`config.mk`:
```
export PLATFORM = sky130hd
export DESIGN_NAME = vad_cell
export DESIGN_NICKNAME = d
export VERILOG_FILES = /design/src/rtl/vad_pkg.sv /design/src/rtl/vad_cell.sv
export SDC_FILE = /design/constraint.sdc
export NUM_CORES = 1
export LEC_CHECK = 0
export ABC_AREA = 1
export CORE_MARGIN = 1
export CORE_UTILIZATION = 36
export DETAILED_ROUTE_END_ITERATION = 16
export DONT_BUFFER_PORTS = 1
export HOLD_SLACK_MARGIN = 0.02
export PLACE_DENSITY_LB_ADDON = 0.2
export SLEW_MARGIN = 20
export SYNTH_ARGS = -nofsm -noshare
export SYNTH_HDL_FRONTEND = slang
export SYNTH_SLANG_ARGS = --single-unit
```
`constraint.sdc`:
```
create_clock -name clk -period 1.6 [get_ports clk]
set_input_delay 0.32 -clock clk [delete_from_list [all_inputs] [get_ports clk]]
set_output_delay 0.32 -clock clk [all_outputs]
set_load 0.01 [all_outputs]
```
`src/rtl/vad_pkg.sv`:
```
// Shared widths, constants and data types for the vector angle pipeline.
// Used by every module of the block; depends on nothing else.
`timescale 1ns / 1ps

package vad_pkg;

	// Input coordinate width and CORDIC depth
	localparam int COORD_WIDTH = 16;
	localparam int ITERATIONS  = 16;

	// Arithmetic sizing
	localparam int GUARD_BITS = 8;
	localparam int TABLE_LEN  = 24;
	localparam int NUM_CELLS  = (ITERATIONS < TABLE_LEN) ? ITERATIONS : TABLE_LEN;
	localparam int MAG_W      = COORD_WIDTH + GUARD_BITS;
	localparam int XY_W       = MAG_W + 3;
	localparam int Z_W        = 25;
	localparam int A_W        = 26;
	localparam int SHIFT_W    = $clog2(TABLE_LEN);
	localparam int ANGLE_W    = 16;

	// Angles in degrees * 65536, results in degrees * 128
	localparam int DEG90_Q16  = 5898240;
	localparam int DEG180_Q16 = 11796480;
	localparam int DEG360_Q16 = 23592960;
	localparam int FULL_Q7    = 46080;
	localparam int DEG90_Q7   = 11520;
	localparam int DEG180_Q7  = 23040;
	localparam int DEG270_Q7  = 34560;
	localparam int ROUND_HALF = 256;
	localparam int ROUND_SHIFT = 9;

	// atan(2^-i) in degrees * 65536
	localparam int ATAN_Q16 [TABLE_LEN] = '{
		2949120, 1740967, 919879, 466945, 234379, 117304, 58666, 29335,
		14668, 7334, 3667, 1833, 917, 458, 229, 115,
		57, 29, 14, 7, 4, 2, 1, 0
	};

	// Per-request side information carried down the chain
	typedef struct packed {
		logic                 special;
		logic [ANGLE_W-1:0]   spec_angle;
		logic                 x_neg;
		logic                 y_neg;
	} meta_t;

	// Data held by one cell
	typedef struct packed {
		logic signed [XY_W-1:0] cx;
		logic signed [XY_W-1:0] cy;
		logic signed [Z_W-1:0]  z;
		meta_t                  meta;
	} cell_t;

endpackage

```
`src/rtl/vad_cell.sv`:
```
// One CORDIC vectoring micro-rotation with its pipeline register.
// Depends on vad_pkg.
`timescale 1ns / 1ps

module vad_cell (
	input  logic                               clk,
	input  logic                               arst_n,
	input  logic                               adv,
	input  logic [vad_pkg::SHIFT_W-1:0]        shift,
	input  logic signed [vad_pkg::Z_W-1:0]     atan_step,
	input  logic                               valid_in,
	input  vad_pkg::cell_t                     data_in,
	output logic                               valid_out,
	output vad_pkg::cell_t                     data_out
);

	logic signed [vad_pkg::XY_W-1:0] dx, dy;
	vad_pkg::cell_t                  nxt;

	// Rotate toward the x axis by the sign of y
	always_comb begin
		dx       = data_in.cy >>> shift;
		dy       = data_in.cx >>> shift;
		nxt.meta = data_in.meta;
		if (!data_in.cy[vad_pkg::XY_W-1]) begin
			nxt.cx = data_in.cx + dx;
			nxt.cy = data_in.cy - dy;
			nxt.z  = data_in.z + atan_step;
		end else begin
			nxt.cx = data_in.cx - dx;
			nxt.cy = data_in.cy + dy;
			nxt.z  = data_in.z - atan_step;
		end
	end

	// Advance valid
	always_ff @(posedge clk or negedge arst_n) begin
		if (!arst_n) begin
			valid_out <= 1'b0;
		end else if (adv) begin
			valid_out <= valid_in;
		end
	end

	// Advance payload
	always_ff @(posedge clk) begin
		if (adv) begin
			data_out <= nxt;
		end
	end

endmodule

```
==> metrics.md <==
| Metric | Value |
|---|---|
| Logic gate share of total power | `between 50% and 60%` |
| Seq pwr share | `26.0%` |
| Area growth syn-to-layout | `74.9%` |
| Max Buffers Root-to-Sink | `2` |
| Die width | `about 180 um` |
| Slew at the pin closest to its max-slew limit | `522 ps` |
| Yosys top cell area share | `about a quarter` |
| Type of destination of the critical path | `flip-flop` |
| Primary FF master, synth | `edfxtp_1` |
| Worst Reg-to-Reg Cells | `1` |
| Pwr Density | `764 nW/um2` |
| GRT overflow | `0` |
| Die Y | `approximately 180 um` |
| RSZ-0062 raised after global routing | `true` |
| Maxcap violations | `0` |
| Worst Path Max Fanout | `between 50 and 60` |
| Worst setup path class | `primary input to flip-flop` |
| #FFs+latches synth | `approximately 100` |
| Post-synth EDFFs | `between 90 and 100` |
| Asr flop ratio synth | `between 1 and 1.5%` |
| Yosys cell types | `between 40 and 50` |
| Final Wtd Congestion | `between 0.9 and 1` |
| Count leader, synth | `nand2_1` |
| Cell count after synthesis | `between 1500 and 2000` |
| CP endpoint | `data_out[70]` |
| Core Rows | `66` |
| Crit path from | `shift[0]` |
| Hold Fails Final Rpt | `0` |
| Crit path DAT | `~3400 ps` |
| Router iterations before antenna repair | `5` |
| Port Buffers | `0` |
| DRC Markers | `0` |
| Crit-path max cell delay | `between 300 and 400 ps` |
| # diodes | `0` |
| Cell accounting for the most synthesized area | `edfxtp_1` |
| Avg Cell Area, Syn | `6.60 um2` |
| Hold Path Class | `primary input to flip-flop` |
| Post-layout nets | `2522` |
| Total net switching power | `6460 uW` |
| Largest net degree at the start of global routing | `100` |
| Reg2reg end | `valid_out` |
| Post-Syn Nets | `a little over 2000` |
| Fin Setup TNS | `-82980 ps` |
| P_leak | `about 0.0096 uW` |
| CTS tree | `yes` |
| Failing checks | `setup timing` |
| Clock transition at path regs | `around 90 ps` |
| Clock sink count | `just under 100` |
| Worst endpoint required time | `1740 ps` |
| Sw frac | `40.3%` |
| Reg-to-reg startpoint | `valid_out` |
| Clk_skew | `0 ps` |
| Core footprint | `roughly 33000 um2` |
| Stages on worst setup path | `26` |
| Io pins | `231` |
| Fmax | `308 MHz` |
| Final worst setup slack | `-1650 ps` |
| Largest delay share family, worst path | `simple AND/OR/NAND/NOR gates` |
| Sequential area share after synthesis | `between 20% and 30%` |
| Hpwl dp | `34600 um` |
| Worst R2R Setup Slack | `~800 ps` |
| CP Launch Type | `primary input` |
| H-Tree Depth | `3` |
| Post-Synthesis Cell Area | `between 10000 and 15000 um2` |
| All-layer global routing usage | `27.1%` |
| Full die area | `34100 um2` |
| Outcome | `finished, violations left` |
| CTS buffer count | `9` |
| Synth warn | `0` |
| Crit-path slowest cell | `ha_4` |
| Clock root buffer | `clkbuf_16` |
| First-pass GRT wire length | `73100 um` |
| Initial antenna violation count | `0` |
| Int Pwr | `~9600 uW` |
| DR iter-0 viols | `around 1100` |
| Fin crit share | `203%` |
| Clk_lat worst skew | `about 360 ps` |
| Final-report max-slew violation count | `0` |
| Slew HR | `about two thirds` |
| Vias | `approximately 15000` |
| Layout cell share with drive strength beyond 1 | `51.8%` |
| Synth cell count leaders | `582 x nand2_1, 322 x nand3_1, 122 x inv_1, 112 x nor2_1, 100 x a21oi_1` |
| Vias per cell | `~5.4` |
| ANT nets after route | `0` |
| Vias in the first global route | `approximately 14000` |
| CP bufs+invs | `7` |
| Peak VDD IR | `roughly 550 uV` |
| Clk pwr share | `between 10% and 20%` |
| Final design utilization | `between 60 and 70%` |
| Min Tclk post-route | `between 3000 and 4000 ps` |
| Top cells by area, synth | `edfxtp_1 25%, nand2_1 18%, nand3_1 13%` |
| # setup viols final | `74` |
| Setup slack after placement | `-2390 ps` |
| Routed len/inst | `about 18 um` |
| Final wirelength | `between 40000 and 50000 um` |
| Starting Density | `between 30% and 40%` |
==> layout by cell type, fill, tap and decap left out, types with 18 or more instances in the layout <==
cell      Yosys  routed
nor2_4        7      37
nand3_4       1      26
xnor2_1      36      25
o21ai_1       8      23
nand3_2      12     133
ha_4          0      49
xor2_1       78      68
nor2_2        5      25
edfxtp_1     98      98
a21oi_1     100      30
nand2_1     582     417
buf_6         7      61
o21ai_2       4      25
nand2_4       1      55
ha_1         83      31
nand3_1     322     176
a21oi_2       0      46
nand4_1      21      21
nand2_2      14     123
inv_2         6      18
a21oi_4       0      24
inv_1       122     102
nor2_1      112      62
buf_4         9     443
==> what timing repair did <==
item,in CTS,in global routing
pin swaps,198,179
setup buffers,85,33
endpoints found under the hold margin,1,14
gates cloned,8,0
hold buffers,1,14
setup endpoints to repair,74,75
gates resized for setup,492,307
==> per-stage QoR <==
| stage | hold WS [ps] | area, um2 | cells | total power [uW] |
|---|---|---|---|---|
| final | 47.8 | 21000 | 2751 | 16000 |
| after CTS | 25.8 | 19200 | 2716 | 14800 |
| after global routing | 27.5 | 21000 | 2751 | 17000 |
| after floorplan | 24.4 | 12700 | 1818 | 8130 |
| after detailed placement | 24.5 | 16000 | 2610 | 11000 |
| after global placement | 24.4 | 16000 | 2610 | 10900 |
==> cell type report <==
cell class / instances / area [um2]
well taps: 442 / 553
multi-input cells: 1520 / 11900
inverters: 131 / 612
clock inverters: 7 / 78.8
repair buffers: 538 / 4550
clock buffers: 9 / 225
fillers: 2738 / 11700
flip-flops and latches: 99 / 2970
repair inverters: 5 / 77.6
==> worst min path at each step <==
| stage | start | end | cells after the start |
|---|---|---|---|
| 2_1_floorplan | arst_n | valid_out | 0 |
| 3_3_place_gp | arst_n | valid_out | 0 |
| 3_5_place_dp | arst_n | valid_out | 0 |
| 4_1_cts | data_in[7] | data_out[7] | 0 |
| 5_1_grt | data_in[4] | data_out[4] | 0 |
| 6_report | adv | data_out[66] | 0 |
==> power by group through the flow <==
stage	Sequential [uW]	Combinational [uW]	Clock, uW
2_1_floorplan	4140	3980	0
3_3_place_gp	4240	6630	0
5_1_grt	4250	10300	2470
6_report	4170	9540	2310
3_5_place_dp	4250	6740	0
4_1_cts	4190	8240	2390
==> registers in the layout (all words and copies together), names as in the netlist <==
| signal | cells |
|---|---|
| data_out | 98 |
| valid_out | 1 |
==> logic make-up after synthesis <==
group	Yosys count	synth area share (%)
AOI/OAI and AO/OA	216	10.0
buffers and inverters	199	7.24
muxes	1	0.0939
and+or+nand+nor	1103	40.4
adders and majority gates	86	9.16
xor gates and xnor gates	114	8.32
DFF	99	24.7
==> layer usage <==
layer	track usage (%)	vias up	part of all wire, %
li1	-	7126	-
met1	32.6	7027	40
met2	48.4	550	50
met3	5.04	103	7.5
met4	8.47	0	2.8
met5	0	-	0
Note: power is estimated with default switching activity, not from simulation.
