[config.mk]
export PLATFORM = sky130hd
export DESIGN_NAME = vad_post
export DESIGN_NICKNAME = d
export VERILOG_FILES = /design/src/rtl/vad_pkg.sv /design/src/rtl/vad_post.sv
export SDC_FILE = /design/constraint.sdc
export NUM_CORES = 1
export LEC_CHECK = 0
export BUFFER_PORTS_ARGS = -buffer_cell sky130_fd_sc_hd__clkbuf_2
export CAP_MARGIN = 0
export CORE_MARGIN = 2
export CORE_UTILIZATION = 50
export CTS_CLUSTER_DIAMETER = 60
export DETAILED_ROUTE_END_ITERATION = 12
export HOLD_SLACK_MARGIN = 0.06
export MAX_ROUTING_LAYER = met4
export PLACE_DENSITY = 0.85
export SLEW_MARGIN = 15
export SYNTH_ARGS = -nofsm -noshare
export SYNTH_HDL_FRONTEND = slang
export SYNTH_SLANG_ARGS = --single-unit
[constraint.sdc]
create_clock -name clk -period 1.8 [get_ports clk]
set_input_delay 0.36 -clock clk [delete_from_list [all_inputs] [get_ports clk]]
set_output_delay 0.36 -clock clk [all_outputs]
set_load 0.05 [all_outputs]
[src/rtl/vad_pkg.sv]
// Shared widths, constants and data types for the vector angle pipeline.
// Used by every module of the block; depends on nothing else.
`timescale 1ns / 1ps

package vad_pkg;

	// Input coordinate width and CORDIC depth
	localparam int COORD_WIDTH = 16;
	localparam int ITERATIONS  = 16;

	// Arithmetic sizing
	localparam int GUARD_BITS = 8;
	localparam int TABLE_LEN  = 24;
	localparam int NUM_CELLS  = (ITERATIONS < TABLE_LEN) ? ITERATIONS : TABLE_LEN;
	localparam int MAG_W      = COORD_WIDTH + GUARD_BITS;
	localparam int XY_W       = MAG_W + 3;
	localparam int Z_W        = 25;
	localparam int A_W        = 26;
	localparam int SHIFT_W    = $clog2(TABLE_LEN);
	localparam int ANGLE_W    = 16;

	// Angles in degrees * 65536, results in degrees * 128
	localparam int DEG90_Q16  = 5898240;
	localparam int DEG180_Q16 = 11796480;
	localparam int DEG360_Q16 = 23592960;
	localparam int FULL_Q7    = 46080;
	localparam int DEG90_Q7   = 11520;
	localparam int DEG180_Q7  = 23040;
	localparam int DEG270_Q7  = 34560;
	localparam int ROUND_HALF = 256;
	localparam int ROUND_SHIFT = 9;

	// atan(2^-i) in degrees * 65536
	localparam int ATAN_Q16 [TABLE_LEN] = '{
		2949120, 1740967, 919879, 466945, 234379, 117304, 58666, 29335,
		14668, 7334, 3667, 1833, 917, 458, 229, 115,
		57, 29, 14, 7, 4, 2, 1, 0
	};

	// Per-request side information carried down the chain
	typedef struct packed {
		logic                 special;
		logic [ANGLE_W-1:0]   spec_angle;
		logic                 x_neg;
		logic                 y_neg;
	} meta_t;

	// Data held by one cell
	typedef struct packed {
		logic signed [XY_W-1:0] cx;
		logic signed [XY_W-1:0] cy;
		logic signed [Z_W-1:0]  z;
		meta_t                  meta;
	} cell_t;

endpackage

[src/rtl/vad_post.sv]
// Exit stage: clamp, quadrant restore, rounding to degrees * 128, output register.
// Depends on vad_pkg.
`timescale 1ns / 1ps

module vad_post (
	input  logic                          clk,
	input  logic                          arst_n,
	input  logic                          adv,
	input  logic                          valid_in,
	input  vad_pkg::cell_t                data_in,
	output logic                          out_valid,
	output logic [vad_pkg::ANGLE_W-1:0]   angle_deg_q7
);

	localparam int QW = vad_pkg::A_W - vad_pkg::ROUND_SHIFT;

	logic signed [vad_pkg::Z_W-1:0] phi;
	logic [vad_pkg::A_W-1:0]        a, ar;
	logic [QW-1:0]                  q7, q7w;
	logic [vad_pkg::ANGLE_W-1:0]    nxt;

	// Clamp to [0, 90] degrees and restore the quadrant
	always_comb begin
		priority if (data_in.z[vad_pkg::Z_W-1]) begin
			phi = '0;
		end else if (data_in.z > vad_pkg::Z_W'(vad_pkg::DEG90_Q16)) begin
			phi = vad_pkg::Z_W'(vad_pkg::DEG90_Q16);
		end else begin
			phi = data_in.z;
		end

		unique case ({data_in.meta.x_neg, data_in.meta.y_neg})
			2'b00:   a = vad_pkg::A_W'(phi);
			2'b10:   a = vad_pkg::A_W'(vad_pkg::DEG180_Q16) - vad_pkg::A_W'(phi);
			2'b11:   a = vad_pkg::A_W'(vad_pkg::DEG180_Q16) + vad_pkg::A_W'(phi);
			default: a = vad_pkg::A_W'(vad_pkg::DEG360_Q16) - vad_pkg::A_W'(phi);
		endcase

		// Round half up, wrap a full circle to zero
		ar  = a + vad_pkg::A_W'(vad_pkg::ROUND_HALF);
		q7  = ar[vad_pkg::A_W-1:vad_pkg::ROUND_SHIFT];
		q7w = (q7 >= QW'(vad_pkg::FULL_Q7)) ? q7 - QW'(vad_pkg::FULL_Q7) : q7;
		nxt = data_in.meta.special ? data_in.meta.spec_angle
		                           : q7w[vad_pkg::ANGLE_W-1:0];
	end

	// Hold result until taken
	always_ff @(posedge clk or negedge arst_n) begin
		if (!arst_n) begin
			out_valid <= 1'b0;
		end else if (adv) begin
			out_valid <= valid_in;
		end
	end

	always_ff @(posedge clk) begin
		if (adv) begin
			angle_deg_q7 <= nxt;
		end
	end

endmodule

==> metrics, run 1 <==
synthesized flop and latch total=17; row count=25; xor and xnor area share after synthesis=0.0797; stop err=[ERROR GRT-0232] Routing congestion too high. Check the congestion heatmap in the GUI.; Synth Area per Inst=approximately 7.8 um^2; largest family of logic cells by synthesized area=simple AND/OR/NAND/NOR gates; FFs w/ async S/R, synth=0.0588; Syn Std Cell Area=roughly 2500 um^2; clock sinks=17; IO buf count=64; antenna violations before repair=3; Syn Inst Count=323; die height=about 75 um; area share of the leading cell type in the synthesized netlist=0.190; largest net degree at the start of global routing=19; Adder-Cell Fraction of Synth Area=0.0297; Simple-Gate Fraction of Synth Area=0.304; Mapped Nets=431; Initial Util=0.528; num ports=around 120; Synth area leader=edfxtp_1; Top FF cell, synth=edfxtp_1; status=did not finish; worst setup endpoint GRT=angle_deg_q7[14]$_DFFE_PP_/D; Longest Clk Path Bufs=2; number of flops mapped to enable cells by yosys=16; detailed placer's ending HPWL=around 7.3 mm; Area contributors post-synth=edfxtp_1, nand2_1, xnor2_1; register area share after synthesis=0.200; worst endpoint pin kind=sequential cell input; GP Congestion=1.01; CTS H-Tree Depth=1; Synth Area in Compound Gates=0.281; Root Driver=clkbuf_8; post-synthesis mux area share=0.0466; distinct cell type count of the synthesized netlist=slightly above 70; clock buffer count from CTS=3; total global routing overflow=15; Warnings, synthesis=0; failing step=global routing; Die Span X=about 75 um; GRT Total Usage=0.700
==> synthesized netlist by cell type, drive strengths merged (2+ instances only) <==
| cell type | n |
|---|---|
| nand2 | 28 |
| o211a | 5 |
| nand4b | 2 |
| or4 | 7 |
| o211ai | 7 |
| nor3b | 2 |
| a31oi | 7 |
| edfxtp | 16 |
| o31ai | 7 |
| nor2 | 24 |
| a41oi | 2 |
| nand3 | 7 |
| a211oi | 8 |
| o41ai | 5 |
| ha | 6 |
| a21o | 4 |
| a2111oi | 2 |
| mux2i | 5 |
| xnor2 | 12 |
| nor3 | 20 |
| or2 | 4 |
| a32oi | 2 |
| a21oi | 13 |
| o21ai | 19 |
| o21a | 3 |
| a21boi | 3 |
| clkbuf | 14 |
| clkinv | 2 |
| nor4 | 13 |
| xor2 | 11 |
| or3 | 5 |
| buf | 8 |
| and3 | 3 |
| nand4 | 8 |
| inv | 11 |
| and2 | 2 |
| mux2 | 6 |
| and4 | 2 |
==> timing repair <==
| item | in CTS |
|---|---|
| resized for setup | 39 |
| setup buffers | 15 |
| endpoints found under the hold margin | 1 |
| pin swaps | 26 |
| hold buffers | 1 |
| setup endpoints to repair | 16 |
==> per-stage QoR <==
stage / instances / setup WS, ns / TNS, ns / cell area [um^2] / hold WS, ns
after CTS: 563 / -2.13 / -19.33 / 4090 / 0.380
after floorplan: 323 / -2.25 / -18.89 / 2610 / 0.0644
after detailed placement: 543 / -2.47 / -23.99 / 3730 / 0.140
after global placement: 543 / -2.26 / -22.46 / 3730 / 0.135
==> cells by family after synthesis <==
group,after synthesis
compound gates,98
mux,11
simple gates,133
buf+inv,35
flops,17
fa+ha+maj,6
xor+xnor,23
==> metal layers <==
layer / GRT usage / overflow
met1: 0.669 / 0
met2: 0.880 / 8
met3: 0.474 / 0
met4: 0.742 / 7
met5: - / -
==> run 2, diff against run 1 <==
--- a/config.mk
+++ b/config.mk
@@ -8,12 +8,9 @@
 export BUFFER_PORTS_ARGS = -buffer_cell sky130_fd_sc_hd__clkbuf_2
 export CAP_MARGIN = 0
 export CORE_MARGIN = 2
-export CORE_UTILIZATION = 50
-export CTS_CLUSTER_DIAMETER = 60
+export CORE_UTILIZATION = 35
 export DETAILED_ROUTE_END_ITERATION = 12
-export HOLD_SLACK_MARGIN = 0.06
-export MAX_ROUTING_LAYER = met4
-export PLACE_DENSITY = 0.85
+export PLACE_DENSITY_LB_ADDON = 0.15
 export SLEW_MARGIN = 15
 export SYNTH_ARGS = -nofsm -noshare
 export SYNTH_HDL_FRONTEND = slang
==> run 2 against run 1 <==
The flow now finishes, with violations (negative setup slack). Synthesized cell count stayed put. Area after synthesis is the same.
==> metrics, run 2 <==
most frequent cell after synthesis=nand2_1; buffer and inverter count on the worst path=2; gr busiest metal=met2; clock buffer count from CTS=3 (unchanged); violated checks=negative setup slack; Top Family by Delay on Critical Path=simple AND/OR/NAND/NOR gates; Critical Path Stages=19; Vias=approximately 3400; final wirelength=9.91 mm; detailed placer's ending HPWL=7.14 mm (-2.4%); GRT met2 Usage=0.453; first-pass GRT wire length=between 15 and 20 mm; P per Cell Area=between 400 and 500 nW/um^2; Top FF cell, synth=edfxtp_1; TNS Setup=-25.30 ns; drt via density=between 5 and 6; WL/cell=~16 um; startpoint types=input port; Slew HR=0.665; Initial Util=0.366 (-0.162); clock sinks=17 (unchanged); register area share after synthesis=0.200 (unchanged); CTS H-Tree Depth=1 (unchanged); R2R cell count=1; slowest stage delay, CP=~0.52 ns; CP max FO=3; most frequent cells in the layout=buf_4, clkbuf_2, nand2_1, buf_6, nor2_1; Leak Pwr=between 1.5 and 2 nW; Synth Area per Inst=7.82 um^2 (unchanged); Clk pin slew, worst setup/hold paths=approximately 0.070 ns; Crit-path slowest cell=or4b_4; Pwr Total=approximately 1.9 mW; DR iter-0 viols=around 300; status=finished with violations; CTS tree=yes; Final Net Count=roughly 630; DP Cell Count=584 (+7.6%); Root Driver=clkbuf_8; worst-path cell chain=clkbuf_2 > nor4_4 > nand2_2 > o21ai_2 > xor2_1 > nor2_1 > ha_2 > inv_2 > or4_4 > or4b_4 > nor2_4 > xor2_2 > ha_2 > nand4b_1 > nor3_2 > nand4_1 > o31ai_2 > a21oi_1 > o311ai_1; FFs w/ async S/R, synth=0.0588 (unchanged); layout cell share with drive strength beyond 1=0.549; # setup viols final=16; Syn Std Cell Area=2530 um^2 (unchanged); Syn Inst Count=323 (unchanged); Hold Path Class=input port to register; Worst Tran Pin Value=0.503 ns; total global routing overflow=0; Mapped Nets=431 (unchanged); antenna violations before repair=0; largest net degree at the start of global routing=19; row count=30 (+20%); num ports=119 (unchanged); Area contributors post-synth=edfxtp_1, nand2_1, xnor2_1; clk_lat worst skew=between 0.2 and 0.3 ns; distinct cell type count of the synthesized netlist=71 (unchanged); number of flops mapped to enable cells by yosys=16 (unchanged); Die Span X=89.0 um (+18%); number of diodes=0; core area=6910 um^2; Slew Limit Fails=0; Clock Skew=0 ns; Tcrit/Tclk final=2.32; area share of the leading cell type in the synthesized netlist=0.190 (unchanged); Crit Path Class=input port to register; synthesized flop and latch total=17 (unchanged); post-route DRC violation count=0; highest clock rate=239 MHz; biggest regs=angle_deg_q7 (16), out_valid (1); met3 GRT Util=0.0166; fin util=0.649; most common cell after layout, fill and taps aside=buf_4; GP Congestion=0.955 (-5.6%); max FFs per register=16; Die Area=7910 um^2; Top cell by count, worst path=ha_2; M1 GR Usage=0.290; Detail Route Antenna Nets=0; final hold violations=0; Longest Clk Path Bufs=2 (unchanged); critical path required time=approximately 1.9 ns; Non-Filler Instances=621; Worst setup EP type=register; die height=89.0 um (+18%); Area growth syn-to-layout=77.5%; peak supply drop=237 uV; IO buf count=64 (unchanged); GRT Total Usage=0.242; Most flops, register=angle_deg_q7; max cap viols=0; vias in the first global route=between 3000 and 4000; critical path data arrival time=between 4 and 5 ns; Hold Path Cell Cnt=2; Synth area leader=edfxtp_1; Hold WS=around 0.33 ns; Tmin final=4.18 ns; Post-synth top cells=nand2_1, nor2_1, nor3_1; RSZ-0062 raised after global routing=true; final worst setup slack=-2.38 ns; Warnings, synthesis=0 (unchanged); DRT Pass-1 Iters=4
-- run 2: logic make-up after synthesis --
logic type,share of synthesized area
compound gates,0.281
xor+xnor,0.0797
fa+ha+maj,0.0297
buf+inv,0.0589
flops,0.200
mux,0.0466
simple gates,0.304
-- run 2: final timing paths --
check	startpoint	end	slack [ns]
worst max register to register	out_valid	out_valid	1.06
worst max-delay path	data_in[24]	angle_deg_q7[11]	-2.38
min in group asynchronous	arst_n	out_valid	0.40
max in group asynchronous	arst_n	out_valid	1.31
worst min-delay path	valid_in	out_valid	0.33
worst min register to register	out_valid	out_valid	0.52
-- run 2: power by group --
group	switching (mW)	internal (mW)	leakage, nW
clock	0.129	0.154	0.0255
sequential	0.0102	0.481	0.167
combinational	0.651	0.522	1.77
-- run 2: routing by layer --
metal	wire, um	vias up
met1	4140	1597
met2	5020	131
li1	-	1663
met4	275	0
met5	0	-
met3	474	27
-- run 2: area by class of cell --
| type | instances | area, um^2 |
|---|---|---|
| Clock buffer | 3 | 41.3 |
| Clock inverter | 1 | 5.00 |
| Fill cell | 593 | 2420 |
| Inverter | 13 | 48.8 |
| Multi-Input combinational cell | 271 | 2150 |
| Sequential cell | 17 | 505 |
| Tap cell | 96 | 120 |
| Timing Repair Buffer | 220 | 1620 |
-- run 2: stage by stage --
stage / worst slack (ns) / area (um^2)
CTS: -2.14 / 4340
global route: -2.53 / 4480
floorplan: -2.25 / 2610
global placement: -2.29 / 3860
detailed placement: -2.43 / 3860
finish: -2.38 / 4480
-- run 2: repair_timing --
action / in CTS / in global routing
resized for setup: 45 / 26
endpoints found under the hold margin: 1 / 0
hold buffers: 1 / 0
endpoints found under the setup margin: 16 / 16
setup buffers: 29 / 6
pin swaps: 21 / 15
No activity file was read; power rests on OpenSTA's default activity.
