`config.mk`:
```
export PLATFORM = sky130hd
export DESIGN_NAME = vad_prep
export DESIGN_NICKNAME = d
export VERILOG_FILES = /design/src/rtl/vad_pkg.sv /design/src/rtl/vad_prep.sv
export SDC_FILE = /design/constraint.sdc
export NUM_CORES = 1
export LEC_CHECK = 0
export BUFFER_PORTS_ARGS = -buffer_cell sky130_fd_sc_hd__buf_2
export CAP_MARGIN = 20
export CORE_MARGIN = 8
export CORE_UTILIZATION = 35
export DETAILED_ROUTE_END_ITERATION = 10
export GPL_ROUTABILITY_DRIVEN = 0
export PLACE_DENSITY_LB_ADDON = 0.08
export SYNTH_ARGS = -nofsm -noshare
export SYNTH_HDL_FRONTEND = slang
export SYNTH_SLANG_ARGS = --single-unit
```
`constraint.sdc`:
```
create_clock -name clk -period 0.8 [get_ports clk]
set_clock_uncertainty 0.05 [all_clocks]
set_input_delay 0.08 -clock clk [delete_from_list [all_inputs] [get_ports clk]]
set_output_delay 0.08 -clock clk [all_outputs]
set_load 0.02 [all_outputs]
```
`src/rtl/vad_pkg.sv`:
```
// Shared widths, constants and data types for the vector angle pipeline.
// Used by every module of the block; depends on nothing else.
`timescale 1ns / 1ps

package vad_pkg;

	// Input coordinate width and CORDIC depth
	localparam int COORD_WIDTH = 16;
	localparam int ITERATIONS  = 16;

	// Arithmetic sizing
	localparam int GUARD_BITS = 8;
	localparam int TABLE_LEN  = 24;
	localparam int NUM_CELLS  = (ITERATIONS < TABLE_LEN) ? ITERATIONS : TABLE_LEN;
	localparam int MAG_W      = COORD_WIDTH + GUARD_BITS;
	localparam int XY_W       = MAG_W + 3;
	localparam int Z_W        = 25;
	localparam int A_W        = 26;
	localparam int SHIFT_W    = $clog2(TABLE_LEN);
	localparam int ANGLE_W    = 16;

	// Angles in degrees * 65536, results in degrees * 128
	localparam int DEG90_Q16  = 5898240;
	localparam int DEG180_Q16 = 11796480;
	localparam int DEG360_Q16 = 23592960;
	localparam int FULL_Q7    = 46080;
	localparam int DEG90_Q7   = 11520;
	localparam int DEG180_Q7  = 23040;
	localparam int DEG270_Q7  = 34560;
	localparam int ROUND_HALF = 256;
	localparam int ROUND_SHIFT = 9;

	// atan(2^-i) in degrees * 65536
	localparam int ATAN_Q16 [TABLE_LEN] = '{
		2949120, 1740967, 919879, 466945, 234379, 117304, 58666, 29335,
		14668, 7334, 3667, 1833, 917, 458, 229, 115,
		57, 29, 14, 7, 4, 2, 1, 0
	};

	// Per-request side information carried down the chain
	typedef struct packed {
		logic                 special;
		logic [ANGLE_W-1:0]   spec_angle;
		logic                 x_neg;
		logic                 y_neg;
	} meta_t;

	// Data held by one cell
	typedef struct packed {
		logic signed [XY_W-1:0] cx;
		logic signed [XY_W-1:0] cy;
		logic signed [Z_W-1:0]  z;
		meta_t                  meta;
	} cell_t;

endpackage

```
`src/rtl/vad_prep.sv`:
```
// Entry stage: axis tests, quadrant folding and guard-bit scaling.
// Depends on vad_pkg.
`timescale 1ns / 1ps

module vad_prep (
	input  logic                                   clk,
	input  logic                                   arst_n,
	input  logic                                   adv,
	input  logic                                   valid_in,
	input  logic signed [vad_pkg::COORD_WIDTH-1:0] x_coord,
	input  logic signed [vad_pkg::COORD_WIDTH-1:0] y_coord,
	output logic                                   valid_s0,
	output vad_pkg::cell_t                         data_s0
);

	localparam int CW  = vad_pkg::COORD_WIDTH;
	localparam int PAD = vad_pkg::XY_W - CW - 1 - vad_pkg::GUARD_BITS;

	logic signed [CW:0] xe, ye;
	logic [CW:0]        ax, ay;
	logic               x_zero, y_zero;
	vad_pkg::cell_t     nxt;

	// Fold into the first quadrant and flag vectors on an axis
	always_comb begin
		xe     = {x_coord[CW-1], x_coord};
		ye     = {y_coord[CW-1], y_coord};
		ax     = xe[CW] ? unsigned'(-xe) : unsigned'(xe);
		ay     = ye[CW] ? unsigned'(-ye) : unsigned'(ye);
		x_zero = (x_coord == '0);
		y_zero = (y_coord == '0);

		nxt.cx = $signed({{PAD{1'b0}}, ax, {vad_pkg::GUARD_BITS{1'b0}}});
		nxt.cy = $signed({{PAD{1'b0}}, ay, {vad_pkg::GUARD_BITS{1'b0}}});
		nxt.z  = '0;
		nxt.meta.special = x_zero || y_zero;
		nxt.meta.x_neg   = x_coord[CW-1];
		nxt.meta.y_neg   = y_coord[CW-1];
		priority if (x_zero && y_zero) begin
			nxt.meta.spec_angle = '0;
		end else if (x_zero) begin
			nxt.meta.spec_angle = y_coord[CW-1] ? vad_pkg::ANGLE_W'(vad_pkg::DEG270_Q7)
			                                    : vad_pkg::ANGLE_W'(vad_pkg::DEG90_Q7);
		end else if (y_zero) begin
			nxt.meta.spec_angle = x_coord[CW-1] ? vad_pkg::ANGLE_W'(vad_pkg::DEG180_Q7)
			                                    : '0;
		end else begin
			nxt.meta.spec_angle = '0;
		end
	end

	// Hold valid under reset
	always_ff @(posedge clk or negedge arst_n) begin
		if (!arst_n) begin
			valid_s0 <= 1'b0;
		end else if (adv) begin
			valid_s0 <= valid_in;
		end
	end

	// Capture payload on advance
	always_ff @(posedge clk) begin
		if (adv) begin
			data_s0 <= nxt;
		end
	end

endmodule

```
==> flow_summary.toml, run 1 <==
[grt]
grt_max_degree = 24
grt_overflow = 0
antenna_found_initial = 0
grt_pass1_wl_um = 10200
grt_usage_pct = 12.6
first_global_vias = 2181

[placement]
port_buffers = 81
place_area_um2 = 3400
hpwl_um = 4970

[routing]
wl_per_cell_um = 14.1
via_per_inst = 4.23
dr.pass1.iters = 4
drcViolationCount = 0
drt-initial-drc-count = 57
ant_nets = 0
vias = 1894
routed_wl_um = 6330

[sta]
finalMaxSlewViolations = 0
period_share_pct = 156
finalHoldViolations = 1
finalSetupViolations = 77
max_clock_freq_mhz = 802
rsz0062_at_grt = "true"
fin_ws_ps = -446
holdWs_ps = -39.4
min_period_ps = 1250

[finish]
n_antenna_cell = 0
layout-drive-gt1-share_pct = 58.2
syn_to_final_growth_pct = 68.6
design_area_um2 = 4180
nNetsFinal = 389

[hold_path]
hp-class = "in2reg"
holdPathStages = 2

[critical_path]
critPathLaunchType = "input pin"
crit_required_ps = 820
crit_end = "data_s0[13]$_SDFFCE_PP0P_"
rr_endpoint = "valid_s0$_DFFE_PN0P_"
end_kind = "flop"
regToRegSetupSlack_ps = -40
critPathMaxFanout = 2
path_class = "in2reg"
startpoint = "y_coord[9]"
rr_worst_depth = 1
r2r_start = "valid_s0$_DFFE_PN0P_"
arrival_ps = 1260

[power]
p_leak_nw = 1.76
total_power_mw = 6.53
peakVddDrop_mv = 0.756
power_density_nw_per_um2 = 1560

[die]
die_area_um2 = 10000
pin_count = 135
rows = 30
core_area_um2 = 6830
die_h_um = 100
start_util_pct = 36.3
die_x_um = 100

[cts]
cts_root_buffer = "clkbuf_8"
cts_tree = "yes"
postCtsHoldBufs = 1
cts.htree.levels = 2
clk_latency_ps = 300
clk_path_buf_depth = 2
clkTransAtPathRegs_ps = 90
numCtsBuffers = 5
cts_num_sinks = 44

[logic_synthesis]
synth_seq_cells = 44
synth.avg_cell_area_um2 = 11.9
seq_area_frac_synth_pct = 53.1
synth_cells = 209
yosysWarnings = 0
yosysUniqueCellTypes = 28
synth_edf_count = 43
ys.flop_type = "edfxtp_1"
netlist_area_um2 = 2480
async_flop_share_pct = 2.27

[status]
violations = "negative hold slack, negative setup slack"
outcome = "finished, violations left"

[flow_run]
cap_violations = 0
[per-stage QoR]
stage / utilization [%] / setup slack [ps] / setup TNS [ps] / std cells
floorplan: - / -706 / -9360 / 263
global placement: 49.8 / -855 / -23290 / 431
detailed placement: 49.8 / -880 / -23360 / 431
CTS: 57.1 / -444 / -16920 / 446
global route: 61.2 / -462 / -19240 / 448
finish: 61.2 / -446 / -16220 / 448
[cells in the final DEF, fill, tap and decap left out, types with 2 or more instances in the layout]
master    instances
buf_12            4
buf_2            26
buf_4            44
buf_6            62
buf_8             3
clkbuf_8          5
conb_1           55
edfxtp_1         43
ha_4              2
inv_1             3
inv_12            2
inv_6             2
nand2_1           7
nand2_2           4
nand2_4           4
nand2b_1          2
nand3_2           2
nand4_1           2
nor2_1            2
nor2_2            2
nor3_2            3
nor3_4            2
nor4_1            2
nor4_4            3
o21ai_0           2
o21ai_2           4
o31ai_2           3
o31ai_4           6
o41ai_2           3
or4_4             4
xnor2_1          23
xnor2_2           3
[critical path, cell delays in order]
cell and delay (ps):
buf_6 100, or4_4 540, nor4_4 330, nor3_2 70, a21o_1 150
[cells in the mapped netlist, types with 2 or more instances]
cell,number,area share [%]
buf_4,55,17
edfxtp_1,43,52
xnor2_1,26,9.2
nand2_1,16,2.4
o31ai_1,10,3.0
inv_1,7,1.1
o21ai_0,7,1.4
nor3_1,6,1.2
nor2_1,5,0.76
nor4_1,4,1.0
clkbuf_1,3,0.45
nand2b_1,3,0.76
nand3_1,3,0.61
o41ai_1,3,1.1
or4_1,3,0.91
ha_1,2,1.0
nand4_1,2,0.50
[cells by family (layout without fill, tap and decap cells)]
family	count (synthesis)	after routing	synth area share [%]
buf+inv	66	155	19.5
simple gates	48	48	10.8
flops	44	44	53.1
xor+xnor	26	26	9.18
compound gates	21	21	5.80
fa+ha+maj	2	2	1.01
other cells	1	55	0.151
mux	1	1	0.454
[state kept, by name, indices dropped and copies added (netlist names)]
register	cells
data_s0	43
valid_s0	1
[area by class of cell]
| class | count | area (um^2) |
|---|---|---|
| timing repair buffer | 140 | 1290 |
| multi-input combinational | 153 | 1280 |
| inverter | 7 | 58.8 |
| fill | 557 | 2650 |
| sequential | 44 | 1320 |
| clock buffer | 5 | 68.8 |
| tap | 96 | 120 |
| clock inverter | 3 | 46.3 |
[worst min-delay path by stage]
stage             start                    to  slack, ps
6_report       valid_in  valid_s0$_DFFE_PN0P_        -40
5_1_grt        valid_in  valid_s0$_DFFE_PN0P_        -40
4_1_cts        valid_in  valid_s0$_DFFE_PN0P_        -40
3_5_place_dp     arst_n  valid_s0$_DFFE_PN0P_       -190
3_3_place_gp     arst_n  valid_s0$_DFFE_PN0P_       -200
2_1_floorplan    arst_n  valid_s0$_DFFE_PN0P_       -270
[metal layers]
layer	share of wire (%)	GRT usage, %	wire length (um)	vias to the layer above
li1	-	-	-	917
met2	49	21.2	3090	84
met4	1.1	3.84	70	0
met3	5.5	2.91	351	5
met1	45	15.5	2820	888
met5	0	0	0	-
[report_power, final]
part           internal (mW)  total, mW  switching, mW
sequential              2.78       2.88          0.100
combinational          0.870       1.89           1.02
clock                  0.941       1.76          0.818
total                   4.59       6.53           1.94
[timing repair]
action                                  CTS  global route
endpoints found under the setup margin   80            79
pin swaps                                22            16
endpoints found under the hold margin     2             1
buffers inserted                          6             2
resized for setup                        91            66
Power figures use the tool's default switching activity.
==> inputs of run 2 (changes only) <==
--- a/config.mk
+++ b/config.mk
@@ -7,11 +7,12 @@
 export LEC_CHECK = 0
 export BUFFER_PORTS_ARGS = -buffer_cell sky130_fd_sc_hd__buf_2
 export CAP_MARGIN = 20
-export CORE_MARGIN = 8
 export CORE_UTILIZATION = 35
+export CTS_CLUSTER_DIAMETER = 80
 export DETAILED_ROUTE_END_ITERATION = 10
 export GPL_ROUTABILITY_DRIVEN = 0
 export PLACE_DENSITY_LB_ADDON = 0.08
+export SKIP_CTS_REPAIR_TIMING = 1
 export SYNTH_ARGS = -nofsm -noshare
 export SYNTH_HDL_FRONTEND = slang
 export SYNTH_SLANG_ARGS = --single-unit
==> flow_summary.toml, run 2 (synthesized netlist as in run 1, its figures left out) <==
[status]
outcome = "finished, violations left"
violations = "negative hold slack, negative setup slack"

[sta]
finalSetupViolations = 75
rsz0062_at_grt = "true"
max_clock_freq_mhz = 800
holdWs_ps = -39.0
fin_ws_ps = -450
period_share_pct = 156
finalMaxSlewViolations = 0
min_period_ps = 1250
finalHoldViolations = 1

[finish]
layout-drive-gt1-share_pct = 56.9
n_antenna_cell = 0
mostFrequentLayoutCells = "buf_6 (63), conb_1 (55), edfxtp_1 (43)"
regMostFlops = "data_s0"
final_common_cell = "buf_6"
syn_to_final_growth_pct = 67.5
largest_reg_flops = 43
nNetsFinal = 390
multi_input_area_um2 = 1250
regArea_um2 = 1320
top_regs = "data_s0: 43 flops, valid_s0: 1 flops"
fill_cells = 576
finalNonFillerCells = 449

[routing]
wl_met2_um = 2740
drt-initial-drc-count = 86
routed_wl_um = 5620
drcViolationCount = 0
drt-met1-wl_um = 2440
wl_per_cell_um = 12.5
ant_nets = 0
wl_met3_um = 356
dr.max_layer_used = "met4"
dr.pass1.iters = 4
vias = 1885
via_per_inst = 4.20

[critical_path]
path_class = "in2reg"
cp.buffers_inverters = 1
crit_required_ps = 810
cpPeakStageDelay_ps = 540
path_cells = "buf_6, or4_4, nor4_4, nor3_2, a21o_1"
critPathMaxFanout = 3
critPathLaunchType = "input pin"
arrival_ps = 1260
critical_path.top_delay_family = "simple AND/OR/NAND/NOR gates"
end_kind = "flop"
slowest_stage = "or4_4"

[cts]
clk_latency_ps = 290
cts_num_sinks = 44
cts_tree = "yes"
clk_path_buf_depth = 2
numCtsBuffers = 5
cts_root_buffer = "clkbuf_8"
cts.htree.levels = 2
clkTransAtPathRegs_ps = 90

[grt]
grt_usage_pct = 14.1
grt_overflow = 0
grt_pass1_wl_um = 7980
first_global_vias = 1625
grt_max_degree = 19
antenna_found_initial = 0

[die]
die_area_um2 = 7430
rows = 30
core_area_um2 = 6830
pin_count = 135
start_util_pct = 36.3
die_x_um = 86.2
die_h_um = 86.2

[power]
power_density_nw_per_um2 = 1550
peakVddDrop_mv = 0.763
p_sw_share_pct = 29.2
internal-power_mw = 4.56
pwr-share-clk_pct = 26.7
p_sw_mw = 1.89
p_seq_share_pct = 44.6
power.share.combinational_pct = 28.7
p_leak_nw = 1.77

[hold_path]
hp-class = "in2reg"

[placement]
post-place-ws_ps = -886
dpl.cell_count = 431
hpwl_um = 4100
port_buffers = 81

[flow_run]
cap_violations = 0
[run 2: cell count changes in the layout (fill, tap and decap cells not counted), sizes merged]
cell / before / now
buf: 139 / 140
clkbuf: 5 / 6
clkinv: 0 / 1
inv: 8 / 7
clkinvlp: 1 / 0
[run 2: layout make-up]
class	instances	share of cell area [%]
repair buffers	141	31.4
multi-input cells	153	30.0
clock inverters	2	0.843
well taps	96	2.89
inverters	7	1.42
flip-flops and latches	44	31.7
clock buffers	6	1.75
[run 2: power groups by stage]
stage | Combinational, mW | Sequential (mW) | Clock [mW]
floorplan | 0.764 | 3.16 | 0
global placement | 1.46 | 2.88 | 0
detailed placement | 1.47 | 2.88 | 0
CTS | 1.48 | 2.83 | 1.77
global route | 1.96 | 2.90 | 1.85
finish | 1.85 | 2.88 | 1.72
[run 2: final timing paths]
| path | from | endpoint | slack (ps) | cells after the start |
|---|---|---|---|---|
| min in group asynchronous | arst_n | valid_s0$_DFFE_PN0P_ | 30 | 2 |
| worst max-delay path | y_coord[9] | data_s0[13]$_SDFFCE_PP0P_ | -450 | 5 |
| worst min register to register | valid_s0$_DFFE_PN0P_ | valid_s0$_DFFE_PN0P_ | 570 | 2 |
| worst max register to register | valid_s0$_DFFE_PN0P_ | valid_s0$_DFFE_PN0P_ | -130 | 2 |
| worst min-delay path | valid_in | valid_s0$_DFFE_PN0P_ | -40 | 2 |
| max in group asynchronous | arst_n | valid_s0$_DFFE_PN0P_ | 580 | 2 |
[run 2: metrics by stage]
step / utilization [%] / setup TNS (ps) / instance area (um^2) / power, mW / hold WS, ps
finish: 60.8 / -15550 / 4150 / 6.45 / -39.0
global route: 60.8 / -18510 / 4150 / 6.71 / -43.8
CTS: 51.4 / -18040 / 3510 / 6.08 / -516
detailed placement: 49.8 / -24510 / 3400 / 4.36 / -193
global placement: 49.8 / -24250 / 3400 / 4.34 / -196
floorplan: - / -9360 / 2960 / 3.93 / -266
[run 2: per-layer routing]
metal | track usage [%] | vias to the layer above
met1 | 20.1 | 874
met3 | 3.43 | 6
met2 | 21.4 | 94
met5 | 0 | -
li1 | - | 911
met4 | 4.24 | 0
==> inputs of run 3 (changes only) <==
--- a/config.mk
+++ b/config.mk
@@ -12,7 +12,6 @@
 export DETAILED_ROUTE_END_ITERATION = 10
 export GPL_ROUTABILITY_DRIVEN = 0
 export PLACE_DENSITY_LB_ADDON = 0.08
-export SKIP_CTS_REPAIR_TIMING = 1
 export SYNTH_ARGS = -nofsm -noshare
 export SYNTH_HDL_FRONTEND = slang
 export SYNTH_SLANG_ARGS = --single-unit
==> flow_summary.toml, run 3 (synthesized netlist as in run 1, its figures left out) <==
[finish]
syn_to_final_growth_pct = 68.8
fill_cells = 579
n_antenna_cell = 0
top_regs = "data_s0: 43 flops, valid_s0: 1 flops"
largest_reg_flops = 43
layout-drive-gt1-share_pct = 56.9
regMostFlops = "data_s0"
regArea_um2 = 1320
final_common_cell = "buf_6"
multi_input_area_um2 = 1240
mostFrequentLayoutCells = "buf_6 (64), conb_1 (55), edfxtp_1 (43)"
nNetsFinal = 392

[status]
outcome = "finished, violations left"
violations = "negative hold slack, negative setup slack"

[die]
rows = 30
start_util_pct = 36.3
pin_count = 135
core_area_um2 = 6830
die_area_um2 = 7430
die_h_um = 86.2
die_x_um = 86.2

[critical_path]
cpPeakStageDelay_ps = 560
critPathMaxFanout = 2
slowest_stage = "or4_4"
arrival_ps = 1260
rr_worst_depth = 2
cp.buffers_inverters = 1
crit_required_ps = 810
path_class = "in2reg"
critical_path.top_delay_family = "simple AND/OR/NAND/NOR gates"
rr_endpoint = "valid_s0$_DFFE_PN0P_"
critPathLaunchType = "input pin"
r2r_start = "valid_s0$_DFFE_PN0P_"
path_cells = "buf_6, or4_4, nor4_4, nor3_2, a21o_1"
end_kind = "flop"
regToRegSetupSlack_ps = -130

[cts]
postCtsHoldBufs = 1
numCtsBuffers = 5
cts_num_sinks = 44
cts_tree = "yes"
cts.htree.levels = 2
cts_root_buffer = "clkbuf_8"
clk_latency_ps = 290
clkTransAtPathRegs_ps = 90
clk_path_buf_depth = 2

[routing]
wl_per_cell_um = 12.5
ant_nets = 0
dr.pass1.iters = 4
via_per_inst = 4.23
vias = 1907
drt-initial-drc-count = 62
routed_wl_um = 5650
drcViolationCount = 0

[sta]
period_share_pct = 156
max_clock_freq_mhz = 800
finalSetupViolations = 76
holdWs_ps = -37.7
rsz0062_at_grt = "true"
fin_ws_ps = -449
finalHoldViolations = 1
finalMaxSlewViolations = 0
tns_ps = -15680
min_period_ps = 1250

[power]
total_power_mw = 6.46
power_density_nw_per_um2 = 1540
p_leak_nw = 1.79
peakVddDrop_mv = 0.754

[grt]
first_global_vias = 1764
grt_pass1_wl_um = 8720
grt_overflow = 0
grt_max_degree = 19
grt_usage_pct = 15.4
antenna_found_initial = 0

[hold_path]
hold_end = "valid_s0$_DFFE_PN0P_"
holdPathStages = 2
hp-class = "in2reg"
min-delay-start = "valid_in"

[flow_run]
cap_violations = 0

[placement]
hpwl_um = 4100
port_buffers = 81
==> run 3: routing by layer <==
| layer | GRT usage [%] | wire, um |
|---|---|---|
| met5 | 0 | 0 |
| met4 | 4.24 | 78 |
| met3 | 3.24 | 312 |
| met2 | 24.5 | 2770 |
| met1 | 21.4 | 2490 |
==> run 3: worst max path at each step <==
stage               start                        end  depth (start not counted)
4_1_cts        y_coord[5]  data_s0[13]$_SDFFCE_PP0P_                          5
6_report       y_coord[5]  data_s0[13]$_SDFFCE_PP0P_                          5
3_3_place_gp   y_coord[1]  data_s0[13]$_SDFFCE_PP0P_                          7
2_1_floorplan  y_coord[1]  data_s0[13]$_SDFFCE_PP0P_                          6
3_5_place_dp   y_coord[1]  data_s0[13]$_SDFFCE_PP0P_                          7
5_1_grt        y_coord[9]  data_s0[13]$_SDFFCE_PP0P_                          5
==> run 3: report_power, final <==
group,leakage [nW],internal [mW],switching [mW]
Sequential,0.429,2.78,0.0964
Combinational,1.31,0.867,0.996
Clock,0.0552,0.928,0.790
Total,1.79,4.58,1.88
==> run 3: repair_timing <==
action / CTS / global route
resized for setup: 87 / 71
endpoints found under the setup margin: 79 / 77
endpoints found under the hold margin: 2 / 1
buffers inserted: 9 / 5
pin swaps: 27 / 15
==> run 3: layout make-up <==
type	instances	area share (%)
well taps	96	2.87
inverters	7	1.46
multi-input cells	153	29.5
flip-flops and latches	44	31.5
clock inverters	2	0.837
clock buffers	6	1.73
repair buffers	143	32.1
==> run 3: metrics by stage <==
stage,setup slack [ps],std cells,instance area (um^2),utilization (%)
floorplan,-706,263,2960,-
global placement,-846,431,3400,49.8
detailed placement,-886,431,3400,49.8
CTS,-452,448,3940,57.7
global route,-494,451,4190,61.3
finish,-449,451,4190,61.3
==> run 3: worst reg2reg max path: cells and delay by family (launching register included) <==
family / cells / cell delay, ps
DFF: 1 / 420
muxes: 1 / 240
buffers and inverters: 1 / 110
